### config.mk
export PLATFORM = sky130hd
export DESIGN_NAME = single_wire_sensor_reader_flat
export DESIGN_NICKNAME = d
export VERILOG_FILES = /design/src/design/swsr_pkg.sv /design/src/design/swsr_tick_if.sv /design/src/design/swsr_result_if.sv /design/src/design/swsr_skid.sv /design/src/design/single_wire_sensor_reader.sv /design/src/flat_wrapper.sv
export SDC_FILE = /design/constraint.sdc
export NUM_CORES = 1
export LEC_CHECK = 0
export BUFFER_PORTS_ARGS = -buffer_cell sky130_fd_sc_hd__buf_2
export CORE_MARGIN = 2
export CORE_UTILIZATION = 30
export CTS_CLUSTER_DIAMETER = 80
export CTS_CLUSTER_SIZE = 40
export DETAILED_ROUTE_END_ITERATION = 7
export SKIP_CTS_REPAIR_TIMING = 1
export SLEW_MARGIN = 40
export SYNTH_ARGS = -nofsm -noshare
export SYNTH_HDL_FRONTEND = slang
export SYNTH_SLANG_ARGS = --single-unit
### constraint.sdc
create_clock -name clk -period 5.6 [get_ports clk]
set_input_delay 0.56 -clock clk [delete_from_list [all_inputs] [get_ports clk]]
set_output_delay 0.56 -clock clk [all_outputs]
set_load 0.03 [all_outputs]
### src/design/swsr_pkg.sv
// Package for the single-wire sensor reader.
// Holds the result record, configuration register indexes and reset values.
// No dependencies.
`default_nettype none

package swsr_pkg;

  // Bits in one received byte, shifted in most significant bit first.
  localparam int BITS_PER_BYTE = 8;
  localparam int BIT_IDX_W     = $clog2(BITS_PER_BYTE);
  localparam int MAX_BYTES     = 8;
  localparam int BYTE_IDX_W    = $clog2(MAX_BYTES);

  // Configuration port geometry.
  localparam int CFG_IDX_W  = 3;
  localparam int CFG_DATA_W = 16;
  localparam int TICK_CNT_W = 16;

  // Configuration register indexes.
  localparam logic [CFG_IDX_W-1:0] CFG_RESET_LOW_TICKS    = 3'd0;
  localparam logic [CFG_IDX_W-1:0] CFG_RELEASE_TICKS      = 3'd1;
  localparam logic [CFG_IDX_W-1:0] CFG_TIMEOUT_TICKS      = 3'd2;
  localparam logic [CFG_IDX_W-1:0] CFG_SAMPLE_DELAY_TICKS = 3'd3;
  localparam logic [CFG_IDX_W-1:0] CFG_BYTES_TO_READ      = 3'd4;

  // Configuration register reset values.
  localparam logic [15:0] RESET_LOW_TICKS_RST    = 16'd20000;
  localparam logic [7:0]  RELEASE_TICKS_RST      = 8'd30;
  localparam logic [7:0]  TIMEOUT_TICKS_RST      = 8'd100;
  localparam logic [7:0]  SAMPLE_DELAY_TICKS_RST = 8'd40;
  localparam logic [3:0]  BYTES_TO_READ_RST      = 4'd5;

  // One result, produced for every accepted tick.
  typedef struct packed {
    logic       drive_low;
    logic       byte_valid;
    logic [7:0] byte_value;
    logic       last_byte;
    logic       no_response;
    logic       busy_res;
  } result_t;

endpackage

`default_nettype wire

### src/design/swsr_tick_if.sv
// Input channel of the single-wire sensor reader: one request per tick.
// Carries the sampled line level and the start request. No dependencies.
`default_nettype none

interface swsr_tick_if;
  logic valid;
  logic ready;
  logic line_level;
  logic start_req;

  modport source (output valid, output line_level, output start_req, input ready);
  modport sink   (input valid, input line_level, input start_req, output ready);
endinterface

`default_nettype wire

### src/design/swsr_result_if.sv
// Output channel of the single-wire sensor reader: one result per tick.
// No dependencies.
`default_nettype none

interface swsr_result_if;
  logic       valid;
  logic       ready;
  logic       drive_low;
  logic       byte_valid;
  logic [7:0] byte_value;
  logic       last_byte;
  logic       no_response;
  logic       busy_res;

  modport source (output valid, output drive_low, output byte_valid, output byte_value,
                  output last_byte, output no_response, output busy_res, input ready);
  modport sink   (input valid, input drive_low, input byte_valid, input byte_value,
                  input last_byte, input no_response, input busy_res, output ready);
endinterface

`default_nettype wire

### src/design/swsr_skid.sv
// Two-entry output stage: a result register plus a spare register.
// Depends on swsr_pkg for the result record.
`default_nettype none

module swsr_skid (
  input  wire logic             clk,
  input  wire logic             rst,
  input  wire logic             push_valid,
  output logic                  push_ready,
  input  wire swsr_pkg::result_t push_data,
  output logic                  pop_valid,
  input  wire logic             pop_ready,
  output swsr_pkg::result_t     pop_data
);
  import swsr_pkg::*;

  logic    main_valid;
  result_t main_data;
  logic    spare_valid;
  result_t spare_data;
  logic    push;
  logic    pop;

  assign push_ready = !spare_valid;
  assign push       = push_valid && push_ready;
  assign pop        = main_valid && pop_ready;
  assign pop_valid  = main_valid;
  assign pop_data   = main_data;

  always_ff @(posedge clk) begin
    if (rst) begin
      main_valid  <= 1'b0;
      spare_valid <= 1'b0;
    end else if (!main_valid || pop) begin
      // The spare entry is older than anything on the push side, and a full
      // spare blocks pushes, so it always moves first.
      if (spare_valid) begin
        main_valid  <= 1'b1;
        spare_valid <= 1'b0;
      end else begin
        main_valid <= push;
      end
    end else if (push) begin
      spare_valid <= 1'b1;
    end
  end

  always_ff @(posedge clk) begin
    if (!main_valid || pop) begin
      if (spare_valid) begin
        main_data <= spare_data;
      end else begin
        main_data <= push_data;
      end
    end else if (push) begin
      spare_data <= push_data;
    end
  end

endmodule

`default_nettype wire

### src/design/single_wire_sensor_reader.sv
// Top level of the single-wire sensor reader (host side of a DHT11-style link).
// Depends on swsr_pkg, swsr_tick_if, swsr_result_if and swsr_skid.
//
// Each request on tick_in stands for one microsecond of line time and carries
// the sampled data line and a start request; each request yields exactly one
// result on result_out. A start in idle drives the line low for
// reset_low_ticks ticks, releases it for release_ticks ticks, then checks the
// sensor's response: the line must go low and then high, each within
// timeout_ticks ticks, or no_response is raised for one tick and the block
// returns to idle. Each data bit waits for a low level and then a high level
// (a timeout only ends the wait), lets sample_delay_ticks ticks pass, and then
// samples the line. Bits are gathered most significant first; a full byte is
// presented with byte_valid for one tick, and last_byte marks the final one
// of bytes_to_read (0 is taken as 1, values above 8 as 8). Throughput is one
// tick per clock cycle: the phase sequencer updates in the same cycle that it
// takes a request, and the result goes into a result register with one spare
// entry behind it. A request is taken every cycle while the consumer takes
// every result; a result held back stalls the input, since the spare entry
// must drain before the next request is taken. With nothing queued, a result
// appears in the cycle after its request. Configuration is written through
// cfg_write, cfg_index and cfg_data; the user must do so only while the block
// is idle, which the block does not enforce. Unused indexes are ignored.
`default_nettype none

module single_wire_sensor_reader (
  input  wire logic                           clk,
  input  wire logic                           rst,
  input  wire logic                           cfg_write,
  input  wire logic [swsr_pkg::CFG_IDX_W-1:0]  cfg_index,
  input  wire logic [swsr_pkg::CFG_DATA_W-1:0] cfg_data,
  swsr_tick_if.sink                           tick_in,
  swsr_result_if.source                       result_out
);
  import swsr_pkg::*;

  typedef enum logic [2:0] {
    PH_IDLE,
    PH_LOW,
    PH_RELEASE,
    PH_RESP_LOW,
    PH_RESP_HIGH,
    PH_BIT_LOW,
    PH_BIT_HIGH,
    PH_DELAY
  } phase_t;

  // Configuration registers.
  logic [15:0] reset_low_ticks;
  logic [7:0]  release_ticks;
  logic [7:0]  timeout_ticks;
  logic [7:0]  sample_delay_ticks;
  logic [3:0]  bytes_to_read;

  // Sequencer state.
  phase_t                  phase;
  phase_t                  phase_next;
  logic [TICK_CNT_W-1:0]   tick_count;
  logic [TICK_CNT_W-1:0]   tick_count_next;
  logic [BIT_IDX_W-1:0]    bit_index;
  logic [BIT_IDX_W-1:0]    bit_index_next;
  logic [BYTE_IDX_W-1:0]   byte_index;
  logic [BYTE_IDX_W-1:0]   byte_index_next;
  logic [BITS_PER_BYTE-1:0] shift_byte;
  logic [BITS_PER_BYTE-1:0] shift_byte_next;

  // State as seen by this tick, after a start in idle has taken effect.
  logic                     start_now;
  phase_t                   phase_cur;
  logic [TICK_CNT_W-1:0]    count_cur;
  logic [BIT_IDX_W-1:0]     bit_cur;
  logic [BYTE_IDX_W-1:0]    byte_cur;
  logic [BITS_PER_BYTE-1:0] shift_cur;
  logic [TICK_CNT_W-1:0]    count_inc;
  logic [TICK_CNT_W-1:0]    timeout_limit;
  logic [TICK_CNT_W-1:0]    release_limit;
  logic [TICK_CNT_W-1:0]    delay_limit;
  logic [3:0]               want_bytes;
  logic [3:0]               bytes_done;
  logic [BITS_PER_BYTE-1:0] sampled_byte;

  result_t result;
  logic    tick_accept;
  logic    skid_ready;
  result_t out_data;

  assign tick_accept   = tick_in.valid && skid_ready;
  assign tick_in.ready = skid_ready;

  assign start_now = (phase == PH_IDLE) && tick_in.start_req;
  assign phase_cur = start_now ? PH_LOW : phase;
  assign count_cur = start_now ? '0 : tick_count;
  assign bit_cur   = start_now ? '0 : bit_index;
  assign byte_cur  = start_now ? '0 : byte_index;
  assign shift_cur = start_now ? '0 : shift_byte;
  assign count_inc = count_cur + TICK_CNT_W'(1);

  assign timeout_limit = {8'd0, timeout_ticks};
  assign release_limit = {8'd0, release_ticks};
  assign delay_limit   = {8'd0, sample_delay_ticks};

  // Requested byte count, clamped to the range one through eight.
  always_comb begin
    if (bytes_to_read == 4'd0) begin
      want_bytes = 4'd1;
    end else if (bytes_to_read > 4'(MAX_BYTES)) begin
      want_bytes = 4'(MAX_BYTES);
    end else begin
      want_bytes = bytes_to_read;
    end
  end

  assign bytes_done   = {1'b0, byte_cur} + 4'd1;
  assign sampled_byte = {shift_cur[BITS_PER_BYTE-2:0], tick_in.line_level};

  // One tick of the phase sequencer. Leaving a timed phase clears the counter.
  always_comb begin
    phase_next      = phase_cur;
    tick_count_next = count_cur;
    bit_index_next  = bit_cur;
    byte_index_next = byte_cur;
    shift_byte_next = shift_cur;
    result          = '0;
    result.busy_res = (phase_cur != PH_IDLE);

    case (phase_cur)
      PH_IDLE: begin
      end
      PH_LOW: begin
        result.drive_low = 1'b1;
        tick_count_next  = count_inc;
        if (count_inc >= reset_low_ticks) begin
          phase_next      = PH_RELEASE;
          tick_count_next = '0;
        end
      end
      PH_RELEASE: begin
        tick_count_next = count_inc;
        if (count_inc >= release_limit) begin
          phase_next      = PH_RESP_LOW;
          tick_count_next = '0;
        end
      end
      PH_RESP_LOW: begin
        if (!tick_in.line_level) begin
          phase_next      = PH_RESP_HIGH;
          tick_count_next = '0;
        end else begin
          tick_count_next = count_inc;
          if (count_inc >= timeout_limit) begin
            result.no_response = 1'b1;
            phase_next         = PH_IDLE;
            tick_count_next    = '0;
          end
        end
      end
      PH_RESP_HIGH: begin
        if (tick_in.line_level) begin
          phase_next      = PH_BIT_LOW;
          tick_count_next = '0;
          bit_index_next  = '0;
          byte_index_next = '0;
          shift_byte_next = '0;
        end else begin
          tick_count_next = count_inc;
          if (count_inc >= timeout_limit) begin
            result.no_response = 1'b1;
            phase_next         = PH_IDLE;
            tick_count_next    = '0;
          end
        end
      end
      PH_BIT_LOW: begin
        tick_count_next = count_inc;
        if (!tick_in.line_level || (count_inc >= timeout_limit)) begin
          phase_next      = PH_BIT_HIGH;
          tick_count_next = '0;
        end
      end
      PH_BIT_HIGH: begin
        tick_count_next = count_inc;
        if (tick_in.line_level || (count_inc >= timeout_limit)) begin
          phase_next      = PH_DELAY;
          tick_count_next = '0;
        end
      end
      PH_DELAY: begin
        if (count_cur < delay_limit) begin
          tick_count_next = count_inc;
        end else begin
          tick_count_next = '0;
          phase_next      = PH_BIT_LOW;
          if (bit_cur == BIT_IDX_W'(BITS_PER_BYTE - 1)) begin
            // Byte complete: present it and start the next one.
            result.byte_valid = 1'b1;
            result.byte_value = sampled_byte;
            bit_index_next    = '0;
            shift_byte_next   = '0;
            if (bytes_done >= want_bytes) begin
              result.last_byte = 1'b1;
              byte_index_next  = '0;
              phase_next       = PH_IDLE;
            end else begin
              byte_index_next = byte_cur + BYTE_IDX_W'(1);
            end
          end else begin
            shift_byte_next = sampled_byte;
            bit_index_next  = bit_cur + BIT_IDX_W'(1);
          end
        end
      end
      default: begin
        phase_next = PH_IDLE;
      end
    endcase
  end

  always_ff @(posedge clk) begin
    if (rst) begin
      phase      <= PH_IDLE;
      tick_count <= '0;
      bit_index  <= '0;
      byte_index <= '0;
      shift_byte <= '0;
    end else if (tick_accept) begin
      phase      <= phase_next;
      tick_count <= tick_count_next;
      bit_index  <= bit_index_next;
      byte_index <= byte_index_next;
      shift_byte <= shift_byte_next;
    end
  end

  // Configuration registers; unused indexes fall through the default arm.
  always_ff @(posedge clk) begin
    if (rst) begin
      reset_low_ticks    <= RESET_LOW_TICKS_RST;
      release_ticks      <= RELEASE_TICKS_RST;
      timeout_ticks      <= TIMEOUT_TICKS_RST;
      sample_delay_ticks <= SAMPLE_DELAY_TICKS_RST;
      bytes_to_read      <= BYTES_TO_READ_RST;
    end else if (cfg_write) begin
      case (cfg_index)
        CFG_RESET_LOW_TICKS:    reset_low_ticks    <= cfg_data;
        CFG_RELEASE_TICKS:      release_ticks      <= cfg_data[7:0];
        CFG_TIMEOUT_TICKS:      timeout_ticks      <= cfg_data[7:0];
        CFG_SAMPLE_DELAY_TICKS: sample_delay_ticks <= cfg_data[7:0];
        CFG_BYTES_TO_READ:      bytes_to_read      <= cfg_data[3:0];
        default: begin
        end
      endcase
    end
  end

  // Result register with a spare entry, so a stalled consumer does not stop
  // the next request from being taken.
  swsr_skid u_skid (
    .clk        (clk),
    .rst        (rst),
    .push_valid (tick_in.valid),
    .push_ready (skid_ready),
    .push_data  (result),
    .pop_valid  (result_out.valid),
    .pop_ready  (result_out.ready),
    .pop_data   (out_data)
  );

  assign result_out.drive_low   = out_data.drive_low;
  assign result_out.byte_valid  = out_data.byte_valid;
  assign result_out.byte_value  = out_data.byte_value;
  assign result_out.last_byte   = out_data.last_byte;
  assign result_out.no_response = out_data.no_response;
  assign result_out.busy_res    = out_data.busy_res;

endmodule

`default_nettype wire
### src/flat_wrapper.sv
// flat-port wrapper written by rule: the top's interface ports become plain ports
module single_wire_sensor_reader_flat import swsr_pkg::*;
  (clk, rst, cfg_write, cfg_index, cfg_data, tick_in_valid, tick_in_line_level, tick_in_start_req, tick_in_ready, result_out_valid, result_out_drive_low, result_out_byte_valid, result_out_byte_value, result_out_last_byte, result_out_no_response, result_out_busy_res, result_out_ready);
  swsr_tick_if tick_in_i ();
  swsr_result_if result_out_i ();
  input  wire logic clk;
  input  wire logic rst;
  input  wire logic cfg_write;
  input  wire logic [swsr_pkg::CFG_IDX_W-1:0] cfg_index;
  input  wire logic [swsr_pkg::CFG_DATA_W-1:0] cfg_data;
  input wire logic [$bits(tick_in_i.valid)-1:0] tick_in_valid;
  input wire logic [$bits(tick_in_i.line_level)-1:0] tick_in_line_level;
  input wire logic [$bits(tick_in_i.start_req)-1:0] tick_in_start_req;
  output wire logic [$bits(tick_in_i.ready)-1:0] tick_in_ready;
  output wire logic [$bits(result_out_i.valid)-1:0] result_out_valid;
  output wire logic [$bits(result_out_i.drive_low)-1:0] result_out_drive_low;
  output wire logic [$bits(result_out_i.byte_valid)-1:0] result_out_byte_valid;
  output wire logic [$bits(result_out_i.byte_value)-1:0] result_out_byte_value;
  output wire logic [$bits(result_out_i.last_byte)-1:0] result_out_last_byte;
  output wire logic [$bits(result_out_i.no_response)-1:0] result_out_no_response;
  output wire logic [$bits(result_out_i.busy_res)-1:0] result_out_busy_res;
  input wire logic [$bits(result_out_i.ready)-1:0] result_out_ready;
  assign tick_in_i.valid = tick_in_valid;
  assign tick_in_i.line_level = tick_in_line_level;
  assign tick_in_i.start_req = tick_in_start_req;
  assign tick_in_ready = tick_in_i.ready;
  assign result_out_valid = result_out_i.valid;
  assign result_out_drive_low = result_out_i.drive_low;
  assign result_out_byte_valid = result_out_i.byte_valid;
  assign result_out_byte_value = result_out_i.byte_value;
  assign result_out_last_byte = result_out_i.last_byte;
  assign result_out_no_response = result_out_i.no_response;
  assign result_out_busy_res = result_out_i.busy_res;
  assign result_out_i.ready = result_out_ready;
  single_wire_sensor_reader u_core (.clk(clk), .rst(rst), .cfg_write(cfg_write), .cfg_index(cfg_index), .cfg_data(cfg_data), .tick_in(tick_in_i), .result_out(result_out_i));
endmodule
Word-level counts from Yosys, hierarchy flattened --
Cells that the tools add are included.
Operators by class: add/sub/neg operators 4, magnitude comparators 6, equal/unequal tests 12, muxes and demuxes 51, bitwise logic cells 1, reductions and logical operators 20
Operators with widths (number):
- 2-to-1 mux 16 bit | 9
- one-hot mux 16 bit (7 select lines) | 1
- 2-to-1 mux 3 bit | 20
- >= comparator 16 x 8 -> 1 bit | 2
- 2-to-1 mux 8 bit | 4
- 2-to-1 mux 10 bit | 3
- one-hot mux 3 bit (7 select lines) | 1
- equality test 3 bit, second input constant | 6
- adder 16 x 1 -> 16 bit, second input constant | 1
- >= comparator 16 bit | 1
- less-than comparator 16 x 8 -> 1 bit | 1
- one-hot mux 8 bit (2 select lines) | 1
- 2-to-1 mux 13 bit | 1
- equality test 3 x 2 -> 1 bit, second input constant | 4
- one-hot mux 3 bit (2 select lines) | 2
- AND reduction 2 bit | 6
- 2-to-1 mux 4 bit | 2
- adder 3 x 1 -> 3 bit, second input constant | 2
- equality test 3 x 1 -> 1 bit, second input constant | 2
- logical NOT 3 bit | 2
- 2-to-1 mux 1 bit | 6
- adder 3 x 1 -> 4 bit, second input constant | 1
- >= comparator 4 bit | 1
- > comparator 4 bit, second input constant | 1
- other kinds (8) | 14
Word-level totals: flip-flop bits (word level) 105, input bits 26

Logic depth before layout (Yosys ltp) --
depth in word-level cells 10, mapped depth 20

By module --
From an unflattened synthesis, not the netlist that was laid out.
Second synthesis, totals: cells, all modules 645, area, all modules 5846.9 um2
Modules (own cells, without submodules):
- single_wire_sensor_reader | instances 1, cells an instance 596, area an instance 4790.8 um2, sequential area each 1521.5 um2
- swsr_skid | instances 1, cells an instance 49, area an instance 1056.0 um2, sequential area each 820.8 um2

Worst setup path before layout --
Ideal clock, no wire load.
path type in2reg, start input port tick_in_start_req, end register u_core.tick_count[8], setup time 0.117 ns, arrival 4.074 ns, setup slack 1.408 ns, cell stages on the path 18, buffers on the path 4, cell sequence or4b_4 buf_6 clkbuf_1 clkbuf_1 and2_1 ha_1 nand3_1 nor4_2 nand3_1 xor2_1 ha_1 nand4_1 nor3_1 o21ai_0 and4_1 a221o_2 buf_6 a32o_1
Between the ends: cells in the longest elaborated chain, start to end 7, elaborated cells on any way between the ends 26
RTL lines:
- start, declared | RTL line flat_wrapper.sv:13 | input wire logic [$bits(tick_in_i.start_req)-1:0] tick_in_start_req;
- logical AND 1 bit * | RTL line single_wire_sensor_reader.sv:89 | assign start_now = (phase == PH_IDLE) && tick_in.start_req;
- 2-to-1 mux 16 bit | RTL line single_wire_sensor_reader.sv:91 | assign count_cur = start_now ? '0 : tick_count;
- adder 16 x 1 -> 16 bit | RTL line single_wire_sensor_reader.sv:95 | assign count_inc = count_cur + TICK_CNT_W'(1);
- >= comparator 16 x 8 -> 1 bit
- 2-to-1 mux 16 bit (tied with other cells) | RTL line single_wire_sensor_reader.sv:149, single_wire_sensor_reader.sv:165
- 2-to-1 mux 16 bit (on tied branches)
- one-hot mux 16 bit (7 select lines) * | RTL line single_wire_sensor_reader.sv:125 | case (phase_cur)
- end signal, assigned | RTL line single_wire_sensor_reader.sv:226 | tick_count <= tick_count_next;
- end, declared | RTL line single_wire_sensor_reader.sv:57 | logic [TICK_CNT_W-1:0] tick_count;
Mark *: on every way between the ends. The rest lies on a longest branch, timed or not. A chain may end at the register's enable or synchronous reset.

Final worst setup path --
start register u_core.phase[2], end register u_core.tick_count[5]
Between the ends: cells in the longest elaborated chain, start to end 8, elaborated cells on any way between the ends 27
RTL lines:
- start, declared | RTL line single_wire_sensor_reader.sv:55 | phase_t phase;
- start signal, assigned | RTL line single_wire_sensor_reader.sv:225 | phase <= phase_next;
- logical NOT 3 bit | RTL line single_wire_sensor_reader.sv:89
- logical AND 1 bit | RTL line single_wire_sensor_reader.sv:89
- 2-to-1 mux 16 bit | RTL line single_wire_sensor_reader.sv:91
- adder 16 x 1 -> 16 bit | RTL line single_wire_sensor_reader.sv:95
- >= comparator 16 x 8 -> 1 bit
- 2-to-1 mux 16 bit (tied with other cells) | RTL line single_wire_sensor_reader.sv:149, single_wire_sensor_reader.sv:165
- 2-to-1 mux 16 bit (on tied branches)
- one-hot mux 16 bit (7 select lines) * | RTL line single_wire_sensor_reader.sv:125
Marks and branches as above.

==> reports/results.ini <==
[finish]
antenna_cells=0
final-instance-count-excl-fill=928
layout.cells.most_common=nand2_1
flow.area_growth_from_synthesis_pct=12.5
drive_gt1_frac=0.133
nNetsFinal=736
fillerInstances=1949
postLayoutCellArea_mm2=0.00650
layout_common_cells=nand2_1, dfxtp_1, nor2_1, ha_1

[floorplanning]
floorplan.die.height_um=143
core.rowCount=50
dieWidth_um=143
initial_core_util=0.307
boundaryPins=41
die_area_mm2=0.0204
coreArea_mm2=0.0188

[routing]
vias=4482
firstDrtPassIters=4
detail_route.wirelength_mm=12.6
route.antenna.remaining_nets=0
detail_route.iter0.violations=251
route.detailed.wl_per_inst_um=13.5
via_per_inst=4.83
drc=0

[clocking]
cts.reportedPaths.clkPinSlew_ps=70
cts_bufs_inserted=9
tritoncts_num_sinks=104
h_tree_level_count=3
cts_root_buf=clkbuf_16
clk-insertion-delay-late_ps=360
cts_max_path_buffers=2
tritoncts=done

[timing]
fin_setup_tns_ps=0
grt_setup_unrepaired=no
timing.final.setup_violations=0
timing.final.crit_share=0.788
timing.slew.headroom=0.518
final_period_minus_worst_setup_slack_ps=4410
worst_clock_skew_ps=11.6
worst_slew_pin_slew_ps=723
final-max-slew-violation-count=0
max_clock_freq_ghz=0.227
worst_slack_ps=1190
hold_viol=0

[global_route]
grt.total_usage=0.130
globalRouteOverflowTotal=0
grt_first_pass_wirelength_mm=21.0
pin_count_of_the_biggest_net_entering_global_routing=57
grt_antenna_before_repair=0
grt_pass1_vias=4088

[placement]
cell_area_after_placement_mm2=0.00619
place.port_buffers=40
place_hpwl_mm=9.28
post-place-ws_ps=1130
gp_congestion=0.848
count_of_placed_standard_cells_including_taps=912

[worst_setup_path]
cp_data_required_time_ps=5850
critical_path.top_delay_family=simple AND/OR/NAND/NOR gates
critPathLaunchType=flop
rrSetupSlack_ps=1190
worstReg2RegStart=u_core.phase[2]$_SDFFE_PP0P_
cp_cell_sequence=or4b_4, nand2_1, inv_1, ha_1, nand3_1, nor4_2, nand3_1, xor2_1, ha_1, nand4_1, nor3_1, o21ai_0, and4_1, a221o_2, a32o_1
crit-reg2reg-capture=u_core.tick_count[5]$_SDFFE_PP0P_
crit_type=reg -> reg
timing.reg2reg.worst_path_depth=15
crit_path_end_kind=flop
critPathBufInv=1
crit_fanout=25
worst-endpoint-arrival_ps=4660
worst_path_max_delay_cell=dfxtp_1
crit_path_max_incr_delay_ps=660

[flow_run]
cap_viol_max_count=0

[pwr]
ir_drop_mv=0.149
cellLeakagePower_nw=2.65
power_density_mw_per_mm2=240
totalPowerFinal_mw=1.56

[hold_path]
min_from=cfg_data[11]
timing.hold.worst_endpoint=u_core.reset_low_ticks[11]$_SDFFE_PP1P_
hold_path.class=in -> reg
holdPathStages=2

[synth]
syn_area_mm2=0.00578
yosysTopAreaCellShare=0.270
ys.flop_type=dfxtp_1
post_synth_main_area_contributors=dfxtp_1, edfxtp_1, ha_1
synth_seq_cells=104
synth.avg_cell_area_um2=9.04
synth.net_count=712
synth-edff-count=26
synth.yosys.warnings=0
synth_sequential_area_ratio=0.405
synth_top_cell_by_area=dfxtp_1
synth_cell_type_count=63
synthArstFlopShare=0
post_synth_inst_count=639

[outcome]
status=complete, no violations

[sequential cells by signal (all words and copies together) (netlist names)]
signal	count
u_core.u_skid.spare_data	13
u_core.bytes_to_read	4
u_core.phase	3
u_core.u_skid.pop_valid	1
u_core.shift_byte	7
u_core.byte_index	3
u_core.u_skid.spare_valid	1
u_core.tick_count	16
u_core.timeout_ticks	8
u_core.release_ticks	8
u_core.reset_low_ticks	16
u_core.sample_delay_ticks	8
u_core.bit_index	3
u_core.u_skid.pop_data	13
[kinds of logic (layout without fill, tap and decap cells)]
family	count (synthesis)	count (layout)	synth area share
xor gates and xnor gates	18	18	0.0273
and+or+nand+nor	249	249	0.216
DFF	104	104	0.405
AOI/OAI and AO/OA	127	127	0.157
muxes	19	19	0.0392
buffers and inverters	75	104	0.0533
adders and majority gates	47	47	0.102
[layer usage]
layer,global-route usage,part of all wire
met5,0,0
met3,0.0288,0.039
met2,0.202,0.44
met1,0.180,0.51
met4,0.0360,0.011
[worst register-to-register path: stages (launching register included)]
cell,delay (ps)
dfxtp_1,660
or4b_4,380
nand2_1,120
inv_1,140
ha_1,260
nand3_1,160
nor4_2,460
nand3_1,150
xor2_1,180
ha_1,300
nand4_1,100
nor3_1,250
o21ai_0,160
and4_1,230
a221o_2,460
a32o_1,300
[through the flow]
stage          utilization  hold WS [ps]
2_1_floorplan            -           434
3_3_place_gp         0.329           443
3_5_place_dp         0.329           447
4_1_cts              0.345           399
5_1_grt              0.345           418
6_report             0.345           411
[cell usage after synthesis, types with 12 or more instances]
cell	n
nand2_1	88
dfxtp_1	78
nor2_1	55
ha_1	47
a21oi_1	43
inv_1	43
edfxtp_1	26
clkbuf_1	21
a32o_1	20
o21ai_0	20
and2_1	14
nor3_1	12
[where the power goes]
part	internal, mW	switching, mW	total [mW]
logic	0.0393	0.0818	0.121
clock network	0.352	0.294	0.646
registers	0.787	0.00853	0.795
total	1.18	0.384	1.56
[cell type report]
cell class / count / area (µm²) / share of cell area
clock inverter: 7 / 80.1 / 0.0123
clock buffer: 9 / 225 / 0.0347
timing repair buffer: 43 / 223 / 0.0343
inverter: 45 / 171 / 0.0264
sequential: 104 / 2340 / 0.360
tap: 260 / 325 / 0.0501
multi-input combinational: 460 / 3130 / 0.482
[worst max-delay path by stage]
stage / start / to / cells past startpoint
finish: u_core.phase[2]$_SDFFE_PP0P_ / u_core.tick_count[5]$_SDFFE_PP0P_ / 15
detailed placement: u_core.phase[2]$_SDFFE_PP0P_ / u_core.tick_count[14]$_SDFFE_PP0P_ / 15
floorplan: tick_in_start_req / u_core.tick_count[8]$_SDFFE_PP0P_ / 18
global placement: tick_in_start_req / u_core.tick_count[8]$_SDFFE_PP0P_ / 16
global route: u_core.phase[2]$_SDFFE_PP0P_ / u_core.tick_count[5]$_SDFFE_PP0P_ / 15
CTS: u_core.phase[2]$_SDFFE_PP0P_ / u_core.tick_count[15]$_SDFFE_PP0P_ / 15
Power figures use the tool's default switching activity.
